**config.mk**
```make
export PLATFORM = sky130hd
export DESIGN_NAME = rc_pwm_pulse_decoder_top
export DESIGN_NICKNAME = d
export VERILOG_FILES = /design/src/sv/rcpd_pkg.sv /design/src/sv/rcpd_divider.sv /design/src/sv/rc_pwm_pulse_decoder_top.sv
export SDC_FILE = /design/constraint.sdc
export NUM_CORES = 1
export LEC_CHECK = 0
export ABC_CLOCK_PERIOD_IN_PS = 21100
export BUFFER_PORTS_ARGS = -buffer_cell sky130_fd_sc_hd__buf_2
export CORE_UTILIZATION = 45
export CTS_CLUSTER_DIAMETER = 50
export DETAILED_ROUTE_END_ITERATION = 8
export GPL_ROUTABILITY_DRIVEN = 1
export GPL_TIMING_DRIVEN = 0
export PLACE_DENSITY = 0.67
export SLEW_MARGIN = 10
export SYNTH_ARGS = -nofsm -noshare
export SYNTH_HDL_FRONTEND = slang
export SYNTH_SLANG_ARGS = --single-unit
```
**constraint.sdc**
```tcl
create_clock -name clk -period 21.1 [get_ports clk]
set_input_delay 1.055 -clock clk [delete_from_list [all_inputs] [get_ports clk]]
set_output_delay 1.055 -clock clk [all_outputs]
set_load 0.01 [all_outputs]
```
**src/sv/rcpd_pkg.sv**
```systemverilog
`default_nettype none
// ----------------------------------------------------------------------------
// RC PWM decoder package
// Shared types, register indexes and constants of the pulse decoder.
// ----------------------------------------------------------------------------
package rcpd_pkg;

    typedef logic [15:0]        word_t;
    typedef logic signed [7:0]  pct_t;

    localparam int CFG_IDX_W = 3;
    typedef logic [CFG_IDX_W-1:0] cfg_idx_t;

    localparam cfg_idx_t REG_MIN_WIDTH     = 3'd0;
    localparam cfg_idx_t REG_CENTER_WIDTH  = 3'd1;
    localparam cfg_idx_t REG_MAX_WIDTH     = 3'd2;
    localparam cfg_idx_t REG_DEAD_BAND     = 3'd3;
    localparam cfg_idx_t REG_TIMEOUT_LIMIT = 3'd4;

    localparam word_t MIN_WIDTH_RST     = 16'd1000;
    localparam word_t CENTER_WIDTH_RST  = 16'd1500;
    localparam word_t MAX_WIDTH_RST     = 16'd2000;
    localparam word_t DEAD_BAND_RST     = 16'd50;
    localparam word_t TIMEOUT_LIMIT_RST = 16'd50000;

    localparam word_t      SILENCE_CAP = 16'd60000;
    localparam logic [7:0] PCT_FULL    = 8'd100;

    // Scaled deviation: 16-bit magnitude times 100 fits in 23 bits
    localparam int NUM_W = 23;
    localparam int QUO_W = 7;

    typedef struct packed {
        logic             start;
        logic [NUM_W-1:0] num;
        word_t            den;
    } div_req_t;

    typedef struct packed {
        logic             done;
        logic             sat;
        logic [QUO_W-1:0] quo;
    } div_rsp_t;

endpackage
`default_nettype wire

```
**src/sv/rcpd_divider.sv**
```systemverilog
`default_nettype none
// ----------------------------------------------------------------------------
// RC PWM decoder divider
// Restoring divider, one trial subtract per cycle; flags quotients of 128 up.
// ----------------------------------------------------------------------------
module rcpd_divider
(
    input  wire logic             clk,
    input  wire logic             rst_n,
    input  wire rcpd_pkg::div_req_t req,
    output rcpd_pkg::div_rsp_t    rsp
);
    import rcpd_pkg::*;

    logic             busy_reg, busy_next;
    logic [2:0]       cnt_reg, cnt_next;
    logic [NUM_W-1:0] rem_reg, rem_next;
    word_t            den_reg, den_next;
    logic [QUO_W-1:0] quo_reg, quo_next;

    logic [NUM_W:0]   trial;
    logic             fits;
    logic             top_step;

    assign trial    = {1'b0, rem_reg} - ({{(NUM_W-15){1'b0}}, den_reg} << cnt_reg);
    assign fits     = !trial[NUM_W];
    assign top_step = (cnt_reg == 3'd7);

    always_comb
    begin
        busy_next = busy_reg;
        cnt_next  = cnt_reg;
        rem_next  = rem_reg;
        den_next  = den_reg;
        quo_next  = quo_reg;
        rsp.done  = 1'b0;
        rsp.sat   = 1'b0;
        rsp.quo   = quo_reg;
        if (busy_reg)
        begin
            if (top_step)
            begin
                if (fits)
                begin
                    rsp.done  = 1'b1;
                    rsp.sat   = 1'b1;
                    busy_next = 1'b0;
                end
                cnt_next = 3'd6;
            end
            else
            begin
                if (fits)
                begin
                    rem_next = trial[NUM_W-1:0];
                    quo_next = quo_reg | (QUO_W'(1) << cnt_reg);
                end
                rsp.quo = quo_next;
                if (cnt_reg == 3'd0)
                begin
                    rsp.done  = 1'b1;
                    busy_next = 1'b0;
                end
                else
                begin
                    cnt_next = cnt_reg - 3'd1;
                end
            end
        end
        else if (req.start)
        begin
            busy_next = 1'b1;
            cnt_next  = 3'd7;
            rem_next  = req.num;
            den_next  = req.den;
            quo_next  = '0;
        end
    end

    always_ff @(posedge clk or negedge rst_n)
    begin
        if (!rst_n)
        begin
            busy_reg <= 1'b0;
            cnt_reg  <= 3'd0;
        end
        else
        begin
            busy_reg <= busy_next;
            cnt_reg  <= cnt_next;
        end
    end

    always_ff @(posedge clk)
    begin
        rem_reg <= rem_next;
        den_reg <= den_next;
        quo_reg <= quo_next;
    end

endmodule
`default_nettype wire

```
**src/sv/rc_pwm_pulse_decoder_top.sv**
```systemverilog
`default_nettype none
// ----------------------------------------------------------------------------
// RC PWM pulse decoder
// Two-channel pulse width capture with timeout and percent scaling.
// ----------------------------------------------------------------------------
// An item updates both channels' edge state and silence counters in the cycle
// it is accepted, then reports the chosen channel. Each item is accepted,
// then the scaled deviation is formed; unless the percent is zero, the
// divider then runs up to 8 steps of its shared subtract unit, and last the
// result is loaded into the output register once that is free. The
// result waits in the output register, so the next item can be taken while it
// is still pending. Configuration writes are taken every cycle.
module rc_pwm_pulse_decoder_top
(
    input  wire logic               clk,
    input  wire logic               rst_n,
    input  wire logic               cfg_valid,
    output      logic               cfg_ready,
    input  wire rcpd_pkg::cfg_idx_t cfg_index,
    input  wire rcpd_pkg::word_t    cfg_data,
    input  wire logic               in_valid,
    output      logic               in_ready,
    input  wire logic               first_edge_seen,
    input  wire rcpd_pkg::word_t    first_edge_time,
    input  wire logic               second_edge_seen,
    input  wire rcpd_pkg::word_t    second_edge_time,
    input  wire logic               overflow_tick,
    input  wire logic               report_channel,
    output      logic               out_valid,
    input  wire logic               out_ready,
    output      rcpd_pkg::word_t    width,
    output      rcpd_pkg::pct_t     percent,
    output      logic               signal_ok
);
    import rcpd_pkg::*;

    localparam logic [1:0] ST_IDLE = 2'd0;
    localparam logic [1:0] ST_PREP = 2'd1;
    localparam logic [1:0] ST_DIV  = 2'd2;
    localparam logic [1:0] ST_OUT  = 2'd3;

    logic [1:0] state_reg, state_next;

    word_t min_width_reg, center_width_reg, max_width_reg;
    word_t dead_band_reg, timeout_limit_reg;

    word_t rise_stamp_reg    [2];
    logic  await_fall_reg    [2];
    word_t pulse_width_reg   [2];
    word_t silence_count_reg [2];
    word_t rise_stamp_next    [2];
    logic  await_fall_next    [2];
    word_t pulse_width_next   [2];
    word_t silence_count_next [2];

    logic  edge_seen [2];
    word_t edge_time [2];

    logic  sel_reg;
    logic  neg_reg, neg_next;
    word_t res_width_reg, res_width_next;
    logic  res_ok_reg, res_ok_next;
    pct_t  pct_reg, pct_next;

    logic  out_valid_reg;
    word_t width_reg;
    pct_t  percent_reg;
    logic  signal_ok_reg;
    logic  out_load;

    logic  accept;
    word_t pw;
    logic  in_range, upper, lower;
    word_t den, mag;
    logic [NUM_W-1:0] num;
    logic  zero_pct;
    logic [7:0] q_mag;

    div_req_t div_req;
    div_rsp_t div_rsp;

    assign cfg_ready = 1'b1;
    assign in_ready  = (state_reg == ST_IDLE);
    assign accept    = in_valid && in_ready;

    assign edge_seen[0] = first_edge_seen;
    assign edge_seen[1] = second_edge_seen;
    assign edge_time[0] = first_edge_time;
    assign edge_time[1] = second_edge_time;

    always_comb
    begin
        for (int ch = 0; ch < 2; ch++)
        begin
            rise_stamp_next[ch]    = rise_stamp_reg[ch];
            await_fall_next[ch]    = await_fall_reg[ch];
            pulse_width_next[ch]   = pulse_width_reg[ch];
            silence_count_next[ch] = silence_count_reg[ch];
            if (edge_seen[ch])
            begin
                if (!await_fall_reg[ch])
                begin
                    rise_stamp_next[ch] = edge_time[ch];
                    await_fall_next[ch] = 1'b1;
                end
                else
                begin
                    pulse_width_next[ch]   = edge_time[ch] - rise_stamp_reg[ch];
                    await_fall_next[ch]    = 1'b0;
                    silence_count_next[ch] = '0;
                end
            end
            if (overflow_tick && (silence_count_next[ch] < SILENCE_CAP))
            begin
                silence_count_next[ch] = silence_count_next[ch] + 16'd1;
            end
        end
    end

    // Percent setup for the reported channel
    assign pw       = pulse_width_reg[sel_reg];
    assign in_range = (pw >= min_width_reg) && (pw <= max_width_reg);
    assign upper    = {1'b0, pw} > ({1'b0, center_width_reg} + {1'b0, dead_band_reg});
    assign lower    = ({1'b0, pw} + {1'b0, dead_band_reg}) < {1'b0, center_width_reg};
    assign den      = upper ? (max_width_reg - center_width_reg)
                            : (center_width_reg - min_width_reg);
    assign mag      = upper ? (pw - center_width_reg) : (center_width_reg - pw);
    assign num      = {1'b0, mag, 6'd0} + {2'b0, mag, 5'd0} + {5'b0, mag, 2'd0};
    assign zero_pct = !in_range || !(upper || lower) || (den == '0);

    assign div_req.start = (state_reg == ST_PREP) && !zero_pct;
    assign div_req.num   = num;
    assign div_req.den   = den;

    rcpd_divider u_div
    (
        .clk   (clk),
        .rst_n (rst_n),
        .req   (div_req),
        .rsp   (div_rsp)
    );

    assign q_mag = (div_rsp.sat || ({1'b0, div_rsp.quo} > PCT_FULL))
                   ? PCT_FULL : {1'b0, div_rsp.quo};

    assign out_load = (state_reg == ST_OUT) && (!out_valid_reg || out_ready);

    always_comb
    begin
        state_next     = state_reg;
        neg_next       = neg_reg;
        res_width_next = res_width_reg;
        res_ok_next    = res_ok_reg;
        pct_next       = pct_reg;
        unique case (state_reg)
            ST_IDLE:
            begin
                if (accept)
                begin
                    state_next = ST_PREP;
                end
            end
            ST_PREP:
            begin
                res_width_next = pw;
                res_ok_next    = silence_count_reg[sel_reg] < timeout_limit_reg;
                neg_next       = !upper;
                pct_next       = '0;
                state_next     = zero_pct ? ST_OUT : ST_DIV;
            end
            ST_DIV:
            begin
                if (div_rsp.done)
                begin
                    pct_next   = neg_reg ? pct_t'(-q_mag) : pct_t'(q_mag);
                    state_next = ST_OUT;
                end
            end
            ST_OUT:
            begin
                if (out_load)
                begin
                    state_next = ST_IDLE;
                end
            end
            default:
            begin
                state_next = ST_IDLE;
            end
        endcase
    end

    always_ff @(posedge clk or negedge rst_n)
    begin
        if (!rst_n)
        begin
            state_reg         <= ST_IDLE;
            out_valid_reg     <= 1'b0;
            min_width_reg     <= MIN_WIDTH_RST;
            center_width_reg  <= CENTER_WIDTH_RST;
            max_width_reg     <= MAX_WIDTH_RST;
            dead_band_reg     <= DEAD_BAND_RST;
            timeout_limit_reg <= TIMEOUT_LIMIT_RST;
            for (int ch = 0; ch < 2; ch++)
            begin
                rise_stamp_reg[ch]    <= '0;
                await_fall_reg[ch]    <= 1'b0;
                pulse_width_reg[ch]   <= '0;
                silence_count_reg[ch] <= '0;
            end
        end
        else
        begin
            state_reg <= state_next;
            if (out_load)
            begin
                out_valid_reg <= 1'b1;
            end
            else if (out_ready)
            begin
                out_valid_reg <= 1'b0;
            end
            if (cfg_valid)
            begin
                unique case (cfg_index)
                    REG_MIN_WIDTH:     min_width_reg     <= cfg_data;
                    REG_CENTER_WIDTH:  center_width_reg  <= cfg_data;
                    REG_MAX_WIDTH:     max_width_reg     <= cfg_data;
                    REG_DEAD_BAND:     dead_band_reg     <= cfg_data;
                    REG_TIMEOUT_LIMIT: timeout_limit_reg <= cfg_data;
                    default:           ;
                endcase
            end
            if (accept)
            begin
                for (int ch = 0; ch < 2; ch++)
                begin
                    rise_stamp_reg[ch]    <= rise_stamp_next[ch];
                    await_fall_reg[ch]    <= await_fall_next[ch];
                    pulse_width_reg[ch]   <= pulse_width_next[ch];
                    silence_count_reg[ch] <= silence_count_next[ch];
                end
            end
        end
    end

    always_ff @(posedge clk)
    begin
        if (accept)
        begin
            sel_reg <= report_channel;
        end
        neg_reg       <= neg_next;
        res_width_reg <= res_width_next;
        res_ok_reg    <= res_ok_next;
        pct_reg       <= pct_next;
        if (out_load)
        begin
            width_reg     <= res_width_reg;
            percent_reg   <= pct_reg;
            signal_ok_reg <= res_ok_reg;
        end
    end

    assign out_valid = out_valid_reg;
    assign width     = width_reg;
    assign percent   = percent_reg;
    assign signal_ok = signal_ok_reg;

endmodule
`default_nettype wire

```
# After elaboration in Yosys (flattened, before gate mapping)
# Index checks and enable logic that the tools add are counted.
# totals
regBits,283
latch_bits,0
ramBits,0
mem_bits_ro,0
inputBits,60
out_inout_bits,28
memories,0
# op_classes
addsub,15
n_mul,0
div,0
n_lt_le_gt_ge,9
n_eq_ne,14
shift,2
mux,49
bitwise_logic,5
reduce_logical,39
# ops
op,count
two-way mux 16 bit,14
subtractor 16 bit,6
two-way mux 23 bit,4
two-way mux 7 bit,5
adder 16 x 16 -> 17 bit,2
adder 16 x 1 -> 16 bit (second input constant),2
< comparator 16 bit (second input constant),2
<< shifter 16 x 3 -> 24 bit,1
subtractor 23 x 24 -> 24 bit,1
adder 22 x 21 -> 23 bit,1
adder 23 x 18 -> 23 bit,1
AND reduction 2 bit,10
AND reduction 3 bit,6
> comparator 16 x 17 -> 1 bit,1
< comparator 17 x 16 -> 1 bit,1
greater-or-equal comparator 16 bit,1
<= comparator 16 bit,1
logical NOT 16 bit,1
< comparator 16 bit,1
two-way mux 8 bit,2
case mux 8 bit (2 select lines),1
two-way mux 1 bit,13
two-way mux 3 bit,4
two-way mux 9 bit,1
other kinds (24),51

# Logic depth before layout (Yosys ltp)
# Gate-level depths: netlist (run 1).
# logic_depth
ltp_word,14
ltp_mapped,35
depth_no_buf,35

# By module
# Synthesis (run 1) repeated with hierarchy kept, for this count alone.
# unflattened
hier_cells,2310
hier_area_um2,21790.9
# modules_own_cells
module,n_inst,cells_each,area_per_inst_um2,seq_area_each_um2
rc_pwm_pulse_decoder_top,1,1928,17864.6,6125.9
rcpd_divider,1,382,3926.3,1481.4

# Worst setup path before layout (run 1)
# Ideal clock, no wire load.
# synth_timing
path_type,register to register
from,reg center_width_reg[0]
to,reg u_div.rem_reg[22] (data pin)
setup_time_ps,270
arrival_time_ps,6843
required_ps,20830
path_slack_ps,13986
stages_incl_launch_ff,33
n_path_buf,0
cell_sequence,dfrtp_1 -> ha_1 -> fa_1 -> a211oi_2 -> o21bai_1 -> o311a_1 -> a41o_1 -> o21ai_0 -> nand2b_1 -> a21o_1 -> a21oi_1 -> xor2_1 -> ha_1 -> nand2_1 -> nor2_1 -> nand4_1 -> nor4bb_1 -> o41ai_4 -> nor2_8 -> mux2i_1 -> xor2_1 -> inv_1 -> ha_1 -> fa_1 -> a21oi_1 -> o21bai_1 -> a21oi_1 -> o21ai_0 -> a41oi_1 -> a211oi_1 -> a221o_1 -> a211oi_1 -> a21oi_1
# synth_between
elab_chain_len,7
# synth_lines
item,line,text
start: declaration,rc_pwm_pulse_decoder_top.sv:44,"word_t min_width_reg, center_width_reg, max_width_reg;"
start signal: assignment,rc_pwm_pulse_decoder_top.sv:227,REG_CENTER_WIDTH: center_width_reg <= cfg_data;
adder 16 x 16 -> 17 bit,rc_pwm_pulse_decoder_top.sv:123,"assign upper = {1'b0, pw} > ({1'b0, center_width_reg} + {1'b0, dead_band_reg});"
> comparator 16 x 17 -> 1 bit,rc_pwm_pulse_decoder_top.sv:123,
two-way mux 16 bit *,rc_pwm_pulse_decoder_top.sv:127,assign mag = upper ? (pw - center_width_reg) : (center_width_reg - pw);
adder 22 x 21 -> 23 bit,rc_pwm_pulse_decoder_top.sv:128,"assign num = {1'b0, mag, 6'd0} + {2'b0, mag, 5'd0} + {5'b0, mag, 2'd0};"
adder 23 x 18 -> 23 bit *,rc_pwm_pulse_decoder_top.sv:128,
two-way mux 23 bit *,rcpd_divider.sv:70,else if (req.start)
two-way mux 23 bit *,rcpd_divider.sv:39,if (busy_reg)
named net u_div.rem_next[22],rcpd_divider.sv:17,"logic [NUM_W-1:0] rem_reg, rem_next;"
end signal: assignment,rcpd_divider.sv:96,rem_reg <= rem_next;
end: declaration,rcpd_divider.sv:17,
# The timed path passes the listed nets; every way through them passes the cells marked *. The select of a mux whose other input is x is not followed.
# A chain may end at the register's enable or synchronous reset.

# Worst setup path in the final report (run 1)
# Ends and elaborated chain as after synthesis.

==> impl_metrics.toml, run 1 <==
[global_routing]
grt.overflow.total = 0
track_usage_pct = 25.0
grt_pass1_vias = 18041
grt_max_degree = 105
antenna_found_initial = 1
grt_pass1_wl_um = 98400

[cts]
clock_sinks = 283
cts-root-buf = "clkbuf_16"
cts_resized = 0
cts_tree = "done"
worst_skew_pair.late_latency_ps = 590
post_cts_buffers = 0
clk_pin_slew_ps = 60
cts-buffers-inserted = 44
clockBufferDepth = 3
cts_hold_buf = 0
htree_num_levels = 2

[outcome]
status = "finished clean"

[die]
rows = 81
dieArea_um2 = 50400
core_um2 = 49000
io_pins = 88
die_h_um = 225
die_width_um = 225
initial_core_util_pct = 45.5

[sta]
max_slew.worst_pin.slew_ps = 1080
fin_crit_ps = 8670
grt_setup_unrepaired = "no"
setup_tns_ps = 0
slew_headroom_pct = 27.8
setup_viol = 0
skew_ps = 36.7
slew_violations = 0
hold_viol = 0
fin_crit_sh_pct = 41.1
fmax_mhz = 115

[placed_design]
place_congestion = 0.941
dpl.hpwl_um = 48400
io_buffer_count = 86

[layout]
syn2layout_area_growth_pct = 12.9
final_cell_mix = "ha_1, nand2_1, o21ai_0, inv_1, a21oi_1"
final_common_cell = "ha_1"
regArea_um2 = 7610
num-fill-cells = 4488
insertedDiodeCount = 0
utilization_pct = 51.4
finalNetCount = 2884
multi_input_area_um2 = 13600
drive_above_1_share_pct = 12.8

[critical_path]
critPathMaxFanout = 9
cp.required_ps = 21400
r2r_setup_slack_ps = 12430
start_kind = "flop"
cpPeakStageDelay_ps = 850
path_class = "reg -> reg"
regToRegEndpoint = "u_div.rem_reg[22]"
reg2reg_from = "center_width_reg[0]"
rr_worst_depth = 34
worst_setup_path_end_kind = "flop"
slowest_stage = "o41ai_4"
cp_data_arrival_time_ps = 8970

[job]
maxCapViolCount = 0

[yosys]
syn_nets = 2749
synthesis.instances = 2413
synth_warnings = 0
post_synth.cell_area_avg_um2 = 9.24
synthesis.area_um2 = 22300
synth_edf_count = 98
yosysUniqueCellTypes = 90
seq_area_frac_synth_pct = 34.1
ys_ff_latch = 283
synth-main-ff-cell = "dfrtp_1"
async_reset_ff_share_pct = 65.4

[routing]
dr.first_iter.drc_count = 1375
avgRoutedWirePerCell_um = 19.3
finalWirelength_um = 62700
ant_nets = 0
num_vias = 18533
viasPerCell = 5.71
route.detailed.drc = 0
firstDrtPassIters = 7

[hold_path]
holdPathEnd = "signal_ok"
hp-class = "reg -> reg"
holdCritStartpoint = "res_ok_reg"
worstHoldPathCells = 0
-- how the worst max path moves through the flow --
stage,startpoint,end,slack (ps)
after detailed placement,center_width_reg[0],u_div.rem_reg[22],12570
after global routing,center_width_reg[0],u_div.rem_reg[22],12010
after floorplan,center_width_reg[0],u_div.rem_reg[22],13990
after CTS,center_width_reg[0],u_div.rem_reg[22],12510
final,center_width_reg[0],u_div.rem_reg[22],12430
after global placement,sel_reg,u_div.rem_reg[5],12030
-- Yosys cell counts (45+ instances only) --
master    number  area (um^2)
a21o_1        45          338
a21oi_1      170          851
clkbuf_1      58          218
dfrtp_1      157         3930
edfxtp_1      98         2940
ha_1         266         3330
inv_1        178          668
mux2_2        78          878
mux2i_1       52          521
nand2_1      252          946
nand3_1       48          240
nor2_1       133          499
o21ai_0      208         1040
xnor2_1       93          815
xor2_1        61          534
-- metal layers --
metal  share of wire [%]  routed length, um  vias up  global-route usage (%)
li1                    -                  -     8946                       -
met1                  43              27000     8875                    32.1
met2                  47              29200      550                    41.4
met3                 6.1               3820      160                    4.22
met4                 4.3               2710        2                    10.9
met5               0.018                 11        -                       0
-- cell type report --
type                       count  area share (%)
inverter                     178            2.65
multi-input combinational   1875            54.2
tap                          664            3.30
timing repair buffer          89            2.01
clock inverter                28            1.24
sequential                   283            30.2
buffer                        77            1.53
clock buffer                  54            4.85
-- per-stage QoR --
step           instance area [um^2]  worst slack (ps)  hold slack [ps]  cells
2_1_floorplan                 22300             13990              400   2413
3_3_place_gp                  23600             12030              401   3163
3_5_place_dp                  23600             12570              405   3166
4_1_cts                       25200             12510              418   3248
5_1_grt                       25200             12010              423   3248
6_report                      25200             12430              417   3248
-- worst max-delay path, delay by kind of cell, from the launching register on --
kind / cells / cell delay, ps
adders and majority gates: 6 / 1810
DFF: 1 / 470
and+or+nand+nor: 5 / 420
AOI/OAI and AO/OA: 19 / 4640
xor gates and xnor gates: 2 / 640
buffers and inverters: 2 / 380
-- cell families after synthesis --
group / synth area share (%)
simple gates: 14.3
compound gates: 17.6
flops: 34.1
fa+ha+maj: 15.9
buf+inv: 4.73
xor+xnor: 6.27
mux: 7.05
other cells: 0.0168
Power of run 1 is not shown: default switching activity piles up to over one toggle a cycle in this logic, so the estimate is an artifact.
==> run 2, diff against run 1 <==
--- a/config.mk
+++ b/config.mk
@@ -5,7 +5,8 @@
 export SDC_FILE = /design/constraint.sdc
 export NUM_CORES = 1
 export LEC_CHECK = 0
-export ABC_CLOCK_PERIOD_IN_PS = 21100
+export ABC_AREA = 1
+export ABC_CLOCK_PERIOD_IN_PS = 8200
 export BUFFER_PORTS_ARGS = -buffer_cell sky130_fd_sc_hd__buf_2
 export CORE_UTILIZATION = 45
 export CTS_CLUSTER_DIAMETER = 50
==> constraint.sdc (replaced) <==
create_clock -name clk -period 8.2 [get_ports clk]
set_input_delay 0.41 -clock clk [delete_from_list [all_inputs] [get_ports clk]]
set_output_delay 0.41 -clock clk [all_outputs]
set_load 0.01 [all_outputs]
==> impl_metrics.toml, run 2 <==
[critical_path]
crit_path_start = "center_width_reg[2]"
start_kind = "flop"
slowest_stage = "dfstp_2"
cpPeakStageDelay_ps = 640
worst_setup_path_end_kind = "flop"
rr_worst_depth = 39
cp_data_arrival_time_ps = 7830
regToRegEndpoint = "u_div.rem_reg[19]"
cp.required_ps = 8490
path_class = "reg -> reg"
reg2reg_from = "center_width_reg[2]"
endpoint = "u_div.rem_reg[19]"
critPathMostFrequentCell = "nand2_1"
r2r_setup_slack_ps = 660
critPathMaxFanout = 10

[die]
rows = 80
die_width_um = 223
io_pins = 88
initial_core_util_pct = 45.8
die_h_um = 223
dieArea_um2 = 49600
core_um2 = 47900

[sta]
slew_headroom_pct = 26.9
setup_tns_ps = 0
max_slew.worst_pin.slew_ps = 1090
timing.hold.ws_ps = 18.4
grt_setup_unrepaired = "no"
fmax_mhz = 133
fin_crit_ps = 7540
setup_viol = 0
slew_violations = 0
fin_crit_sh_pct = 92.0
skew_ps = 21.0
hold_viol = 0

[yosys]
synth_warnings = 0
ys_ff_latch = 283
synthesis.area_um2 = 21900
syn_nets = 3142
async_reset_ff_share_pct = 65.4
seq_area_frac_synth_pct = 34.7
post_synth.cell_area_avg_um2 = 7.82
synth-main-ff-cell = "dfrtp_1"
netlist.area_leader.share_pct = 17.9
yosysUniqueCellTypes = 60
yosys-top-cells-area = "dfrtp_1, ha_1, edfxtp_1"
yosysTopAreaCell = "dfrtp_1"
synth_edf_count = 98
synthesis.instances = 2806
synth_common_cells = "nand2_1, inv_1, o21ai_0"
synth_most_common_cell = "nand2_1"

[power_and_ir_drop]
pwr_density_cell_nw_per_um2 = 312
p_leak_nw = 12.0
finalPower_mw = 7.67
vdd_drop_max_mv = 0.279

[cts]
cts-buffers-inserted = 40
worst_skew_pair.late_latency_ps = 570
cts_tree = "done"
clock_sinks = 283
clockBufferDepth = 3
clk_pin_slew_ps = 60
cts-root-buf = "clkbuf_16"
htree_num_levels = 2

[layout]
final_common_cell = "nand2_1"
finalNonFillerCells = 3586
final_cell_mix = "nand2_1, inv_1, o21ai_0, ha_1, a21oi_1"
drive_above_1_share_pct = 7.81
finalNetCount = 3273
syn2layout_area_growth_pct = 11.9
postLayoutCellArea_um2 = 24600

[routing]
num_vias = 19570
finalWirelength_um = 63600
dr.first_iter.drc_count = 1317
firstDrtPassIters = 8
ant_nets = 0
viasPerCell = 5.46
route.detailed.drc = 0
avgRoutedWirePerCell_um = 17.7

[placed_design]
dpl.hpwl_um = 50900
place_congestion = 0.949
post_dp_cell_area_um2 = 23200
io_buffer_count = 86
placed_cells = 3508

[global_routing]
grt.overflow.total = 0
track_usage_pct = 25.8
antenna_found_initial = 4
grt_pass1_vias = 19261
grt_max_degree = 95
grt_pass1_wl_um = 101000

[hold_path]
hp-class = "in -> reg"

[job]
maxCapViolCount = 0

[outcome]
status = "finished clean"
[run 2: cell type report]
cell class,instances,area [um^2]
multi-input combinational,2063,12600
clock buffer,52,1110
clock inverter,22,239
tap,615,769
timing repair buffer,89,485
inverter,394,1480
sequential,283,7610
fill,4575,23400
buffer,66,280
antenna,2,5.00
[run 2: how the worst min path moves through the flow]
stage | end | slack, ps | start | depth (start not counted)
floorplan | await_fall_reg[0] | 110 | rst_n | 0
global placement | percent[3] | 400 | pct_reg[3] | 0
detailed placement | percent[3] | 410 | pct_reg[3] | 0
CTS | sel_reg | 0.02 | report_channel | 1
global route | sel_reg | 3 | report_channel | 1
finish | sel_reg | 20 | report_channel | 1
[run 2: kinds of logic after synthesis]
family / share of synthesized area, %
fa+ha+maj: 16.1
flops: 34.7
mux: 0.342
xor+xnor: 5.81
compound gates: 16.5
simple gates: 18.5
buf+inv: 8.02
other cells: 0.0171
[run 2: repair_timing]
action	4_1_cts	5_1_grt
endpoints found under the setup margin	0	5
gates resized for setup	0	3
hold endpoints to repair	74	0
hold buffers	1	0
buffers inserted	0	1
[run 2: where the power goes]
group          total (mW)  switching [mW]  internal [mW]
combinational        4.07            2.45           1.62
clock                1.75           0.687           1.06
sequential           1.85          0.0992           1.75
[run 2: per-layer routing]
layer  global-route usage [%]  part of all wire, %  up-vias
met4                     10.8                  4.1        4
met5                        0                0.036        -
li1                         -                    -     9658
met3                     3.93                  5.9      171
met1                     32.5                   43     9147
met2                     44.1                   47      590
[run 2: stage by stage]
step | util [%] | setup WS [ps]
3_5_place_dp | 48.4 | 317
4_1_cts | 51.2 | 286
6_report | 51.2 | 656
2_1_floorplan | - | 1940
5_1_grt | 51.2 | 52.9
3_3_place_gp | 48.3 | 441
[run 2: critical path: cells and delay by family (launching register included)]
family / cells / cell delay [ps]
AO/OA/AOI/OAI: 18 / 3170
adder cells (fa/ha/maj): 4 / 1260
flip-flops: 1 / 640
XOR/XNOR: 4 / 790
buffers and inverters: 3 / 540
AND/OR/NAND/NOR: 10 / 840
No activity file was read; power rests on OpenSTA's default activity.
==> run 3, diff against run 2 <==
--- a/config.mk
+++ b/config.mk
@@ -8,12 +8,12 @@
 export ABC_AREA = 1
 export ABC_CLOCK_PERIOD_IN_PS = 8200
 export BUFFER_PORTS_ARGS = -buffer_cell sky130_fd_sc_hd__buf_2
-export CORE_UTILIZATION = 45
+export CORE_UTILIZATION = 55
 export CTS_CLUSTER_DIAMETER = 50
 export DETAILED_ROUTE_END_ITERATION = 8
 export GPL_ROUTABILITY_DRIVEN = 1
 export GPL_TIMING_DRIVEN = 0
-export PLACE_DENSITY = 0.67
+export PLACE_DENSITY = 0.78
 export SLEW_MARGIN = 10
 export SYNTH_ARGS = -nofsm -noshare
 export SYNTH_HDL_FRONTEND = slang
==> impl_metrics.toml, run 3 (same netlist as run 2, synthesis figures left out) <==
[outcome]
status = "finished clean"

[sta]
hold_viol = 0
timing.hold.ws_ps = 11.7
max_slew.worst_pin.slew_ps = 1060
fin_crit_sh_pct = 93.7
fin_crit_ps = 7680
slew_headroom_pct = 29.2
grt_setup_unrepaired = "no"
slew_violations = 0
fmax_mhz = 130
setup_tns_ps = 0
setup_viol = 0
fin_ws_ps = 520
skew_ps = 15.6

[critical_path]
critPathMostFrequentCell = "nand2_1"
slowest_stage = "inv_1"
critPathMaxFanout = 10
rr_worst_depth = 40
cp.required_ps = 8500
cp_data_arrival_time_ps = 7980
start_kind = "flop"
r2r_setup_slack_ps = 520
path_class = "reg -> reg"
reg2reg_from = "sel_reg"
worst_setup_path_end_kind = "flop"
cpPeakStageDelay_ps = 560
regToRegEndpoint = "u_div.rem_reg[20]"

[routing]
route.detailed.drc = 0
num_vias = 19984
avgRoutedWirePerCell_um = 18.7
viasPerCell = 5.72
finalWirelength_um = 65200
ant_nets = 0
dr.first_iter.drc_count = 1891
firstDrtPassIters = 6

[global_routing]
grt.overflow.total = 0
track_usage_pct = 32.1
grt_util_met2_pct = 52.2
grt_max_degree = 74
top_usage_layer = "met2"
antenna_found_initial = 0
met1_usage_pct = 42.5
grt_pass1_wl_um = 102000
grt_pass1_vias = 19284
use_met3_pct = 5.56

[power_and_ir_drop]
power_frac_seq_pct = 23.7
vdd_drop_max_mv = 0.325
swShare_pct = 42.1
p_leak_nw = 12.1
p_sw_mw = 3.27
pwr_density_cell_nw_per_um2 = 317
p_int_mw = 4.50
clock_power_share_pct = 23.7
combPwrFrac_pct = 52.6
finalPower_mw = 7.77

[cts]
clockBufferDepth = 3
htree_num_levels = 2
worst_skew_pair.late_latency_ps = 580
cts-buffers-inserted = 41
cts-root-buf = "clkbuf_16"
cts_tree = "done"
clk_pin_slew_ps = 60
clock_sinks = 283

[hold_path]
hp-class = "in -> reg"
holdPathEnd = "sel_reg"
worstHoldPathCells = 1
holdCritStartpoint = "report_channel"

[die]
dieArea_um2 = 40700
rows = 72
die_h_um = 202
die_width_um = 202
io_pins = 88
core_um2 = 39000
initial_core_util_pct = 56.2

[placed_design]
pre_cts_slack_ps = 343
post_dp_cell_area_um2 = 23100
io_buffer_count = 86
place_congestion = 1.04
placed_cells = 3413
dpl.hpwl_um = 49800

[layout]
final_common_cell = "nand2_1"
utilization_pct = 62.9
insertedDiodeCount = 0
drive_above_1_share_pct = 8.17
finalNonFillerCells = 3491
syn2layout_area_growth_pct = 11.9
final_cell_mix = "nand2_1, inv_1, o21ai_0, ha_1, a21oi_1"
finalNetCount = 3276
postLayoutCellArea_um2 = 24500

[job]
maxCapViolCount = 0
run 3: cell count changes in the layout (fill, tap and decap cells not counted), sizes merged:
cell / previous run / this run
clkinv: 9 / 13
clkinvlp: 7 / 4
bufinv: 3 / 4
buf: 104 / 106
inv: 397 / 399
diode: 2 / 0
clkbuf: 102 / 100
run 3: critical path, delay by kind of cell (launching register included):
kind,cells,cell delay [ps]
DFF,1,320
buffers and inverters,6,1890
xor gates and xnor gates,2,430
AOI/OAI and AO/OA,11,1850
adders and majority gates,3,1040
and+or+nand+nor,18,1850
run 3: worst max path at each step:
stage | startpoint | depth (start not counted) | slack [ps] | to
2_1_floorplan | center_width_reg[2] | 39 | 1940 | u_div.rem_reg[19]
3_3_place_gp | sel_reg | 35 | 420 | u_div.rem_reg[19]
3_5_place_dp | sel_reg | 35 | 340 | u_div.rem_reg[19]
4_1_cts | sel_reg | 35 | 300 | u_div.rem_reg[19]
5_1_grt | sel_reg | 40 | 80 | u_div.rem_reg[20]
6_report | sel_reg | 40 | 520 | u_div.rem_reg[20]
run 3: per-layer routing:
layer,part of all wire (%),wire length (um)
met2,46,29900
met1,42,27500
met3,7.8,5090
met5,0,0
met4,4.1,2660
run 3: final cells by class:
type | count | area, um^2
Buffer | 66 | 280
Clock buffer | 50 | 1120
Clock inverter | 26 | 315
Fill cell | 3355 | 14500
Inverter | 394 | 1480
Multi-Input combinational cell | 2063 | 12600
Sequential cell | 283 | 7610
Tap cell | 518 | 648
Timing Repair Buffer | 91 | 524
run 3: timing repair:
item                                   CTS  global route
setup buffers                            0             1
setup endpoints to repair                0             3
resized for setup                        0             3
endpoints found under the hold margin   54             0
hold buffers                             1             0
run 3: power by group through the flow:
stage | Combinational [mW] | Clock (mW) | Sequential [mW]
global placement | 3.87 | 0 | 1.86
detailed placement | 3.99 | 0 | 1.86
floorplan | 3.11 | 0 | 1.82
CTS | 4.03 | 1.86 | 1.84
finish | 4.09 | 1.84 | 1.84
global route | 4.60 | 1.92 | 1.85
